<file path="config.mk">
export PLATFORM = sky130hd
export DESIGN_NAME = bounded_membership_set
export DESIGN_NICKNAME = d
export VERILOG_FILES = /design/src/hw/rtl/bms_pkg.sv /design/src/hw/rtl/bms_ctrl.sv /design/src/hw/rtl/bms_dp.sv /design/src/hw/rtl/bounded_membership_set.sv
export SDC_FILE = /design/constraint.sdc
export NUM_CORES = 1
export LEC_CHECK = 0
export ABC_CLOCK_PERIOD_IN_PS = 9350
export BUFFER_PORTS_ARGS = -buffer_cell sky130_fd_sc_hd__buf_4
export CAP_MARGIN = 20
export CORE_UTILIZATION = 70
export CTS_BUF_LIST = sky130_fd_sc_hd__clkbuf_4 sky130_fd_sc_hd__clkbuf_8
export CTS_CLUSTER_DIAMETER = 100
export CTS_CLUSTER_SIZE = 10
export DETAILED_ROUTE_END_ITERATION = 8
export PLACE_DENSITY = 0.84
export SLEW_MARGIN = 30
export SYNTH_ARGS = -nofsm -noshare
export SYNTH_HDL_FRONTEND = slang
export SYNTH_HIERARCHICAL = 1
export SYNTH_SLANG_ARGS = --single-unit
</file>
<file path="constraint.sdc">
create_clock -name clk -period 9.35 [get_ports clk]
set_clock_uncertainty 0.15 [all_clocks]
set_input_delay 0.4675 -clock clk [delete_from_list [all_inputs] [get_ports clk]]
set_output_delay 0.4675 -clock clk [all_outputs]
set_load 0.01 [all_outputs]
</file>
<file path="src/hw/rtl/bms_pkg.sv">
// Shared constants and control/status types for the bounded membership set.
`default_nettype none

package bms_pkg;

    // Store geometry
    localparam int SLOTS   = 32;
    localparam int ID_BITS = 16;
    localparam int IDX_W   = $clog2(SLOTS);
    localparam int CNT_W   = $clog2(SLOTS + 1);
    localparam int CAP_W   = 6;
    localparam int FUNC_W  = 2;

    // Request kinds
    localparam logic [FUNC_W-1:0] FUNC_ADD    = 2'd0;
    localparam logic [FUNC_W-1:0] FUNC_REMOVE = 2'd1;
    localparam logic [FUNC_W-1:0] FUNC_QUERY  = 2'd2;

    // Capacity after reset
    localparam logic [CAP_W-1:0] CAP_RESET = CAP_W'(SLOTS);

    // Controller to datapath commands
    typedef struct packed {
        logic load;    // capture a new word and start a scan
        logic scan;    // one step of the search
        logic shift;   // one step of the compaction after a remove
        logic commit;  // update count, append on add, load the result register
    } bms_cmd_t;

    // Datapath to controller status
    typedef struct packed {
        logic hit;        // compared entry matches the requested id
        logic drained;    // no read outstanding and no entry left to read
        logic is_remove;  // captured request is a remove
        logic out_free;   // result register can take a new word
    } bms_stat_t;

endpackage

`default_nettype wire

</file>
<file path="src/hw/rtl/bms_ctrl.sv">
// Sequencing state machine for the bounded membership set.
`default_nettype none

module bms_ctrl
    import bms_pkg::*;
(
    input  wire logic      clk,
    input  wire logic      rst_n,
    input  wire logic      in_valid,
    output logic           in_ready,
    input  bms_stat_t      stat,
    output bms_cmd_t       cmd
);

    localparam logic [1:0] ST_IDLE  = 2'd0;
    localparam logic [1:0] ST_SCAN  = 2'd1;
    localparam logic [1:0] ST_SHIFT = 2'd2;
    localparam logic [1:0] ST_FIN   = 2'd3;

    logic [1:0] state_reg;
    logic [1:0] state_next;

    // Next state and commands
    always_comb
    begin
        state_next = state_reg;
        cmd        = '0;
        in_ready   = 1'b0;
        unique case (state_reg)
            ST_IDLE:
            begin
                in_ready = 1'b1;
                if (in_valid)
                begin
                    cmd.load   = 1'b1;
                    state_next = ST_SCAN;
                end
            end
            ST_SCAN:
            begin
                cmd.scan = 1'b1;
                if (stat.hit)
                begin
                    state_next = stat.is_remove ? ST_SHIFT : ST_FIN;
                end
                else if (stat.drained)
                begin
                    state_next = ST_FIN;
                end
            end
            ST_SHIFT:
            begin
                cmd.shift = 1'b1;
                if (stat.drained)
                begin
                    state_next = ST_FIN;
                end
            end
            ST_FIN:
            begin
                if (stat.out_free)
                begin
                    cmd.commit = 1'b1;
                    state_next = ST_IDLE;
                end
            end
            default:
            begin
                state_next = ST_IDLE;
            end
        endcase
    end

    // Hold the state
    always_ff @(posedge clk or negedge rst_n)
    begin
        if (!rst_n)
        begin
            state_reg <= ST_IDLE;
        end
        else
        begin
            state_reg <= state_next;
        end
    end

endmodule

`default_nettype wire

</file>
<file path="src/hw/rtl/bms_dp.sv">
// Datapath of the bounded membership set: member store, scan, compaction, result register.
`default_nettype none

module bms_dp
    import bms_pkg::*;
(
    input  wire logic               clk,
    input  wire logic               rst_n,
    input  wire logic               cfg_we,
    input  wire logic [CAP_W-1:0]   cfg_wdata,
    input  wire logic [FUNC_W-1:0]  func,
    input  wire logic [ID_BITS-1:0] member_id,
    input  bms_cmd_t                cmd,
    output bms_stat_t               stat,
    output logic                    out_valid,
    input  wire logic               out_ready,
    output logic                    ok,
    output logic [CNT_W-1:0]        count,
    output logic                    full_res
);

    logic [ID_BITS-1:0] mem [SLOTS];

    logic [CAP_W-1:0]   cap_reg;
    logic [CNT_W-1:0]   total_reg;
    logic [CNT_W-1:0]   total_next;
    logic [FUNC_W-1:0]  func_reg;
    logic [ID_BITS-1:0] id_reg;
    logic [CNT_W-1:0]   ptr_reg;
    logic               pend_reg;
    logic [IDX_W-1:0]   pend_idx_reg;
    logic               found_reg;
    logic [ID_BITS-1:0] rd_data_reg;
    logic               out_valid_reg;
    logic               ok_reg;
    logic [CNT_W-1:0]   count_reg;
    logic               full_reg;

    logic [CNT_W-1:0]   eff_cap;
    logic               hit;
    logic               can_read;
    logic               add_ok;
    logic               rem_ok;
    logic               qry_ok;
    logic               wr_en;
    logic [IDX_W-1:0]   wr_addr;
    logic [ID_BITS-1:0] wr_data;
    logic               rd_en;

    // Effective capacity is the smaller of the register and the store depth
    assign eff_cap = (CNT_W'(cap_reg) > CNT_W'(SLOTS)) ? CNT_W'(SLOTS) : CNT_W'(cap_reg);

    assign hit      = pend_reg && (rd_data_reg == id_reg);
    assign can_read = ptr_reg < total_reg;

    assign stat.hit       = hit;
    assign stat.drained   = !pend_reg && !can_read;
    assign stat.is_remove = func_reg == FUNC_REMOVE;
    assign stat.out_free  = !out_valid_reg || out_ready;

    // Outcome of the request once the search is over
    assign add_ok = (func_reg == FUNC_ADD) && !found_reg && (total_reg < eff_cap);
    assign rem_ok = (func_reg == FUNC_REMOVE) && found_reg;
    assign qry_ok = (func_reg == FUNC_QUERY) && found_reg;

    always_comb
    begin
        total_next = total_reg;
        if (add_ok)
        begin
            total_next = total_reg + 1'b1;
        end
        else if (rem_ok)
        begin
            total_next = total_reg - 1'b1;
        end
    end

    // Store port selection: compaction writes or the append on add
    assign rd_en   = (cmd.scan || cmd.shift) && can_read;
    assign wr_en   = (cmd.shift && pend_reg) || (cmd.commit && add_ok);
    assign wr_addr = cmd.shift ? pend_idx_reg : total_reg[IDX_W-1:0];
    assign wr_data = cmd.shift ? rd_data_reg : id_reg;

    // Member store with registered read
    always_ff @(posedge clk)
    begin
        if (wr_en)
        begin
            mem[wr_addr] <= wr_data;
        end
        if (rd_en)
        begin
            rd_data_reg <= mem[ptr_reg[IDX_W-1:0]];
        end
    end

    // Capture the request word
    always_ff @(posedge clk)
    begin
        if (cmd.load)
        begin
            func_reg <= func;
            id_reg   <= member_id;
        end
    end

    // Pending read index: scan compares it, compaction writes to it
    always_ff @(posedge clk)
    begin
        if (cmd.scan && hit)
        begin
            pend_idx_reg <= pend_idx_reg;
        end
        else if (rd_en && cmd.scan)
        begin
            pend_idx_reg <= ptr_reg[IDX_W-1:0];
        end
        else if (rd_en)
        begin
            pend_idx_reg <= IDX_W'(ptr_reg - 1'b1);
        end
    end

    // Walk the list: advance the read pointer, track the outstanding read
    always_ff @(posedge clk or negedge rst_n)
    begin
        if (!rst_n)
        begin
            ptr_reg   <= '0;
            pend_reg  <= 1'b0;
            found_reg <= 1'b0;
        end
        else if (cmd.load)
        begin
            ptr_reg   <= '0;
            pend_reg  <= 1'b0;
            found_reg <= 1'b0;
        end
        else if (cmd.scan && hit)
        begin
            // restart the pointer just past the match for compaction
            ptr_reg   <= CNT_W'(pend_idx_reg) + 1'b1;
            pend_reg  <= 1'b0;
            found_reg <= 1'b1;
        end
        else if (cmd.scan || cmd.shift)
        begin
            pend_reg <= rd_en;
            if (rd_en)
            begin
                ptr_reg <= ptr_reg + 1'b1;
            end
        end
    end

    // Member count and capacity register
    always_ff @(posedge clk or negedge rst_n)
    begin
        if (!rst_n)
        begin
            total_reg <= '0;
            cap_reg   <= CAP_RESET;
        end
        else
        begin
            if (cmd.commit)
            begin
                total_reg <= total_next;
            end
            if (cfg_we)
            begin
                cap_reg <= cfg_wdata;
            end
        end
    end

    // Result register: load on commit, drop when taken
    always_ff @(posedge clk or negedge rst_n)
    begin
        if (!rst_n)
        begin
            out_valid_reg <= 1'b0;
        end
        else if (cmd.commit)
        begin
            out_valid_reg <= 1'b1;
        end
        else if (out_ready)
        begin
            out_valid_reg <= 1'b0;
        end
    end

    always_ff @(posedge clk)
    begin
        if (cmd.commit)
        begin
            ok_reg    <= add_ok || rem_ok || qry_ok;
            count_reg <= total_next;
            full_reg  <= total_next >= eff_cap;
        end
    end

    assign out_valid = out_valid_reg;
    assign ok        = ok_reg;
    assign count     = count_reg;
    assign full_res  = full_reg;

endmodule

`default_nettype wire

</file>
<file path="src/hw/rtl/bounded_membership_set.sv">
// Top level of the bounded membership set: controller plus datapath.
//
// Keeps up to min(capacity, 32) distinct 16-bit member ids in insertion order.
// Input channel (in_valid/in_ready) carries func (0 add, 1 remove, 2 query)
// and member_id; each word yields exactly one result word on the output
// channel (out_valid/out_ready) with ok, count and full_res.
// A word is taken only while the block is idle. It is then captured, the
// stored entries are searched (the search stops at the first match), on a
// successful remove the entries behind the match are compacted, and the
// count is updated and the result register loaded.
// The single read and single write port of the member store sets the pace:
// one entry read per cycle during both search and compaction.
// The result register separates the two channels; a stalled receiver only
// holds the next result in its final cycle until the register is taken.
// cfg_we writes capacity (reset value 32); the user must write it only while
// idle, which the block does not enforce. Reset clears the member count and
// channel state but not the store, as only entries below the count are read.
`default_nettype none

module bounded_membership_set
    import bms_pkg::*;
(
    input  wire logic               clk,
    input  wire logic               rst_n,
    input  wire logic               cfg_we,
    input  wire logic [CAP_W-1:0]   cfg_wdata,
    input  wire logic               in_valid,
    output logic                    in_ready,
    input  wire logic [FUNC_W-1:0]  func,
    input  wire logic [ID_BITS-1:0] member_id,
    output logic                    out_valid,
    input  wire logic               out_ready,
    output logic                    ok,
    output logic [CNT_W-1:0]        count,
    output logic                    full_res
);

    bms_cmd_t  cmd;
    bms_stat_t stat;

    // Sequencer
    bms_ctrl u_ctrl (
        .clk      (clk),
        .rst_n    (rst_n),
        .in_valid (in_valid),
        .in_ready (in_ready),
        .stat     (stat),
        .cmd      (cmd)
    );

    // Store and result path
    bms_dp u_dp (
        .clk       (clk),
        .rst_n     (rst_n),
        .cfg_we    (cfg_we),
        .cfg_wdata (cfg_wdata),
        .func      (func),
        .member_id (member_id),
        .cmd       (cmd),
        .stat      (stat),
        .out_valid (out_valid),
        .out_ready (out_ready),
        .ok        (ok),
        .count     (count),
        .full_res  (full_res)
    );

endmodule

`default_nettype wire
</file>
# Word-level counts from Yosys, hierarchy flattened
# Memories as Yosys holds them, arrays and structs flattened. A register that Yosys moved wholly into a read port is not among the register bits.
# Cells that the tools add are included.
# totals
regBits,54
latch_bits,0
ram_bits,512
rom_bits,0
input_bits,29
output_inout_bits,10
wordCells,95
n_memories,1
# op_classes
addsub,5
multipliers,0
n_div,0
order_cmp,4
eq_ne,8
shifts,0
n_mux,33
bitwise_logic,1
n_reduce_logical,30
# memory_table
memory,words,width,rd,rd_ports_with_merged_regs,wr,line_no,source
u_dp.mem,32,16,1,1,1,bms_dp.sv:22,logic [ID_BITS-1:0] mem [SLOTS];
# ops
op,count
two-way mux 6 bit,7
two-way mux 1 bit,17
equality test 16 bit,1
two-way mux 16 bit,1
two-way mux 5 bit,3
"adder 6 x 1 -> 6 bit, second input constant",2
less-than comparator 6 bit,2
logical AND 1 bit,11
two-way mux 2 bit,4
case mux 2 bit (4 select lines),1
"adder 5 x 1 -> 6 bit, second input constant",1
"equality test 2 bit, second input constant",3
greater-or-equal comparator 6 bit,1
"greater-than comparator 6 bit, second input constant",1
AND reduction 2 bit,3
nonzero test 2 bit,3
nonzero test 3 bit,2
"subtractor 6 x 1 -> 6 bit, second input constant",1
logical OR 1 bit,5
"subtractor 5 x 1 -> 5 bit, second input constant",1
"equality test 2 x 1 -> 1 bit, second input constant",2
zero test 1 bit,4
zero test 2 bit,2
"!= test 2 bit, second input constant",2
inverter 1 bit,1

# Logic depth before layout (Yosys ltp)
# logic_depth
word_depth,8
ltp_mapped,16
depth_no_buf,15

# Hierarchy
# Netlist, hierarchy kept.
# by_module_without_submodules
mod,n_inst,cells_per_inst,area_per_inst_um2,seq_area_each_um2
bms_dp,1,1074,23217.3,17312.9
bms_ctrl,1,13,132.6,50.0

# Least setup slack after synthesis
# No wires, ideal clock.
# synth_path
path_kind,reg-to-reg
startpoint,reg u_dp.cap_reg[5]
endpoint,"mem u_dp.mem[11][0], enable pin"
setup_ns,0.409
arrival_ns,3.373
t_required_ns,8.791
path_slack_ns,5.418
stages_incl_launch_ff,12
n_path_buf,2
synth_period_minus_slack_ns,3.932
path_cell_list,dfstp_2 > inv_1 > nand2_1 > ha_1 > and3_1 > a221o_1 > a31oi_2 > buf_6 > and2_4 > a32oi_4 > buf_6 > nor3_1
# synth_via
elab_chain_cells,8
# synth_lines
item,line_no,source
from (decl),bms_dp.sv:24,logic [CAP_W-1:0] cap_reg;
from (signal assigned),bms_dp.sv:173,cap_reg <= cfg_wdata;
greater-than comparator 6 bit,bms_dp.sv:51,assign eff_cap = (CNT_W'(cap_reg) > CNT_W'(SLOTS)) ? CNT_W'(SLOTS) : CNT_W'(cap_reg);
two-way mux 6 bit (*),bms_dp.sv:51,
less-than comparator 6 bit (*),bms_dp.sv:62,assign add_ok = (func_reg == FUNC_ADD) && !found_reg && (total_reg < eff_cap);
logical AND 1 bit (*),bms_dp.sv:62,
logical AND 1 bit (*),bms_dp.sv:81,assign wr_en = (cmd.shift && pend_reg) || (cmd.commit && add_ok);
logical OR 1 bit (*),bms_dp.sv:81,
two-way mux 1 bit (*),bms_dp.sv:88,if (wr_en)
two-way mux 1 bit (not written as such) (*),bms_dp.sv:90,mem[wr_addr] <= wr_data;
to (decl),bms_dp.sv:22,
# Mark *: on every way between the ends. The rest lies on a longest branch, timed or not.

# Worst setup path in the final report
# layout_path
startpoint,reg u_dp.cap_reg[5]
endpoint,"mem u_dp.mem[30][14], enable pin"
# Same word-level chain as after synthesis.

==> results.txt <==
- The die covers 34100 µm².
- Final weighted congestion of routability-driven global placement: 0.874
- For this configuration, the core starts out at a cell density of 0.714.
- Initial antenna violation count: 1
- Setup-violating endpoint count in the final report: 0
- Filler Cell Count: 1517
- FF/Latch Area: 17400 µm²
- IR analysis of the VDD net gives a maximum drop of 0.000248 V.
* Std-Cell Core Area: 32700 µm²
* Most common cell after layout, fill and taps aside: sky130_fd_sc_hd__edfxtp_1
- The number of global-route vias before repair came to 12100.
- The flow ran to the end, and the final reports show no timing, DRC or antenna violations.
- In the final routing, the length of wire on met1 measures 18700 µm.
- Dividing the final minimum period by the clock period gives 0.461.
- Number of remaining DRC errors: 0
* Distinct cell type count after synthesis: 57
- Arrival time of data at the critical path endpoint: 4.46 ns
- The register with the most flip-flops in the layout has 512 of them.
- Count of antenna diodes in the layout: 0
* Cell area after synthesis: 23300 µm²
- Post-CTS setup repair buffer count: 0
- Summed over all instances, the cell type with the most area after synthesis is sky130_fd_sc_hd__edfxtp_1.
- On the final layout, the worst hold slack is 0.0434 ns.
* Maximum operating frequency: 0.232 GHz
* Dominant synthesized flop cell: sky130_fd_sc_hd__edfxtp_1
* Number of enable-type register cells in the synthesized netlist: 559
* Post-synthesis to final-layout area growth: 10.0%
- Across the run, the number of max-cap violations was 0.
* Multi-input logic area: 5840 µm²
* Met3 routed wirelength: 5780 µm
- In the final layout, the share of cells above drive strength 1 is 0.329.
- By area the synthesized netlist is led by sky130_fd_sc_hd__edfxtp_1, sky130_fd_sc_hd__mux4_2, sky130_fd_sc_hd__dfrtp_1, sky130_fd_sc_hd__mux2_2, sky130_fd_sc_hd__ha_1.
- When the netlist entered floorplanning its net count stood at 1136.
- Crit path kind: flip-flop to flip-flop
- The path class of the tightest hold or removal check is input pin to flip-flop.
- Number of iterations in the first detailed-routing pass: 6
- The detailed router finished its first iteration with 1585 violations.
* CP Launch Type: flip-flop
- I/O pin total: 39
- CTS built an H-tree with a depth of 3.
- Leakage power: 8.18 nW
* Total length of routed met2 wires: 25400 µm
- Headroom to the max-slew limit came out at 0.303.
- TritonCTS built the clock tree.
* Worst-path fanout max: 16
* Post-detailed-placement half-perimeter wirelength: 30400 µm
- The routed layout has 11900 vias.
- Post-synthesis area per instance: 21.5 µm²
- Using the TritonRoute via totals, the vias-per-cell ratio works out to 7.17.
- Setup TNS after final layout: 0 ns
* Total Routing Usage GR: 0.325
- Yosys printed 6 warnings.
- In this run the core area contains 66 standard-cell rows.
- Final Max Tran Viols: 0
- The synthesized design contains 582 register bits.
* Reg clk slew, reported paths: 0.07 ns
- Count of endpoints failing hold in the final timing report: 0
- The total overflow left after global routing is 0.
- CP endpoint kind: flip-flop
- Buffers inserted during clock tree synthesis total 68.
- After detailed routing, no signal wire sits above met5.
* Unrepaired setup endpoints after global routing: no
- Of the post-synthesis cell area, the dominant cell type holds 0.719.
* Transition at the pin with the smallest max-transition slack: 1.05 ns
- Resize count post-CTS: 0
- Maximum root-to-sink buffer count: 3
* TritonCTS Sinks: 582
- Min Clock Period, post-route: 4.31 ns
* Power per cell area: 264 nW/µm²
- Clock latency on the worst-skew pair, taken at its later pin, is 0.62 ns.
- The library cells used most frequently in the layout, excluding fill and tap cells, are sky130_fd_sc_hd__edfxtp_1, sky130_fd_sc_hd__mux4_2, sky130_fd_sc_hd__buf_4, sky130_fd_sc_hd__clkbuf_8, sky130_fd_sc_hd__mux2_2.
* Post-synth ARST share: 0.0395
* Sequential cell area fraction in the yosys report: 0.744
* Root buffer cell: sky130_fd_sc_hd__clkbuf_8
* Count of buffers from port buffering: 38
- Power consumption: 6.77 mW
* Total cell area at the placement stage: 24400 µm²
- Finished layout cell area: 25700 µm²
- In the final routed layout, each cell accounts on average for 31.5 µm.
- In this run the vertical extent of the chip is 185 µm.
- The detail route stage leaves a number of antenna-violating nets equal to 0.
- Total wirelength of the detailed-routed design: 52100 µm
- Wire length of the first global-routing pass: 76500 µm
- Maximum number of pins on one net before global-route repair: 103
- At the worst endpoint, the required time is 9.50 ns.
- After the last flow step, the layout net total stands at 1254.
- Die Wd: 185 µm
- Cells after Synth: 1087
[critical path, cell delays in order, from the launching register on]
cell and delay, ns:
sky130_fd_sc_hd__dfstp_2 0.55, sky130_fd_sc_hd__inv_1 0.11, sky130_fd_sc_hd__nand2_1 0.12, sky130_fd_sc_hd__ha_1 0.24, sky130_fd_sc_hd__and3_1 0.19, sky130_fd_sc_hd__a221o_1 0.35, sky130_fd_sc_hd__a31oi_2 0.48, sky130_fd_sc_hd__a21o_2 0.27
sky130_fd_sc_hd__a32oi_4 0.33, sky130_fd_sc_hd__nor3_2 0.87, sky130_fd_sc_hd__buf_4 0.32
[cell type report]
| type | instances | share of cell area |
|---|---|---|
| flip-flops and latches | 582 | 0.676 |
| multi-input cells | 432 | 0.227 |
| clock buffers | 74 | 0.0387 |
| repair buffers | 101 | 0.0327 |
| well taps | 442 | 0.0215 |
| inverters | 20 | 0.00292 |
| clock inverters | 2 | 0.000682 |
[power breakdown]
group / internal [mW] / leakage (nW) / switching [mW]
Combinational: 0.977 / 2.34 / 1.05
Clock: 0.688 / 0.531 / 0.809
Sequential: 3.08 / 5.31 / 0.164
Total: 4.75 / 8.18 / 2.02
[Yosys cell counts, drive strengths merged, types with 2 or more instances]
cell type	number
nor2	19
and3	4
or2	2
clkbuf	31
a21oi	8
mux4	161
xor2	16
o211a	3
and2	2
mux2	37
nand3	9
ha	20
nor3	41
a32oi	2
o31ai	2
a31oi	5
nand2	24
o32a	2
dfrtp	22
nor2b	5
nand4	5
nand2b	2
buf	22
nor4	7
o21ai	12
inv	19
xnor2	21
a21o	5
o31a	2
edfxtp	559
[stage by stage]
step / instances / setup WS (ns) / util
global placement: 1551 / 5.22 / 0.746
global route: 1653 / 4.92 / 0.786
detailed placement: 1551 / 5.13 / 0.747
finish: 1653 / 5.04 / 0.786
floorplan: 1087 / 5.42 / -
CTS: 1653 / 5.08 / 0.785
[kinds of logic after synthesis]
logic type      count (synthesis)  share of synthesized area
simple gates                  124                     0.0272
xor+xnor                       37                     0.0139
flops                         582                      0.744
compound gates                 53                     0.0178
mux                           198                      0.173
fa+ha+maj                      20                     0.0107
buf+inv                        73                     0.0137
[path summary, 6_finish.rpt]
check | cells after the start | startpoint | endpoint | slack (ns)
max | 10 | u_dp/cap_reg[5] | u_dp/mem[30][14] | 5.04
max in group asynchronous | 2 | rst_n | u_dp/cap_reg[5] | 8.62
min reg2reg | 1 | u_dp/cap_reg[1] | u_dp/cap_reg[1] | 0.36
min | 2 | in_valid | u_ctrl/state_reg[0] | 0.04
max reg2reg | 10 | u_dp/cap_reg[5] | u_dp/mem[30][14] | 5.04
min in group asynchronous | 2 | rst_n | u_dp/cap_reg[4] | 0.13
[layer usage]
metal | GRT usage | vias to the layer above
met2 | 0.508 | 853
met3 | 0.0844 | 176
met1 | 0.436 | 6111
met4 | 0.154 | 2
met5 | 0 | -
li1 | - | 4716
[what timing repair did]
item | CTS | global route
endpoints found under the setup margin | 0 | 0
hold buffers | 26 | 0
hold endpoints to repair | 47 | 0
Power figures use the tool's default switching activity.
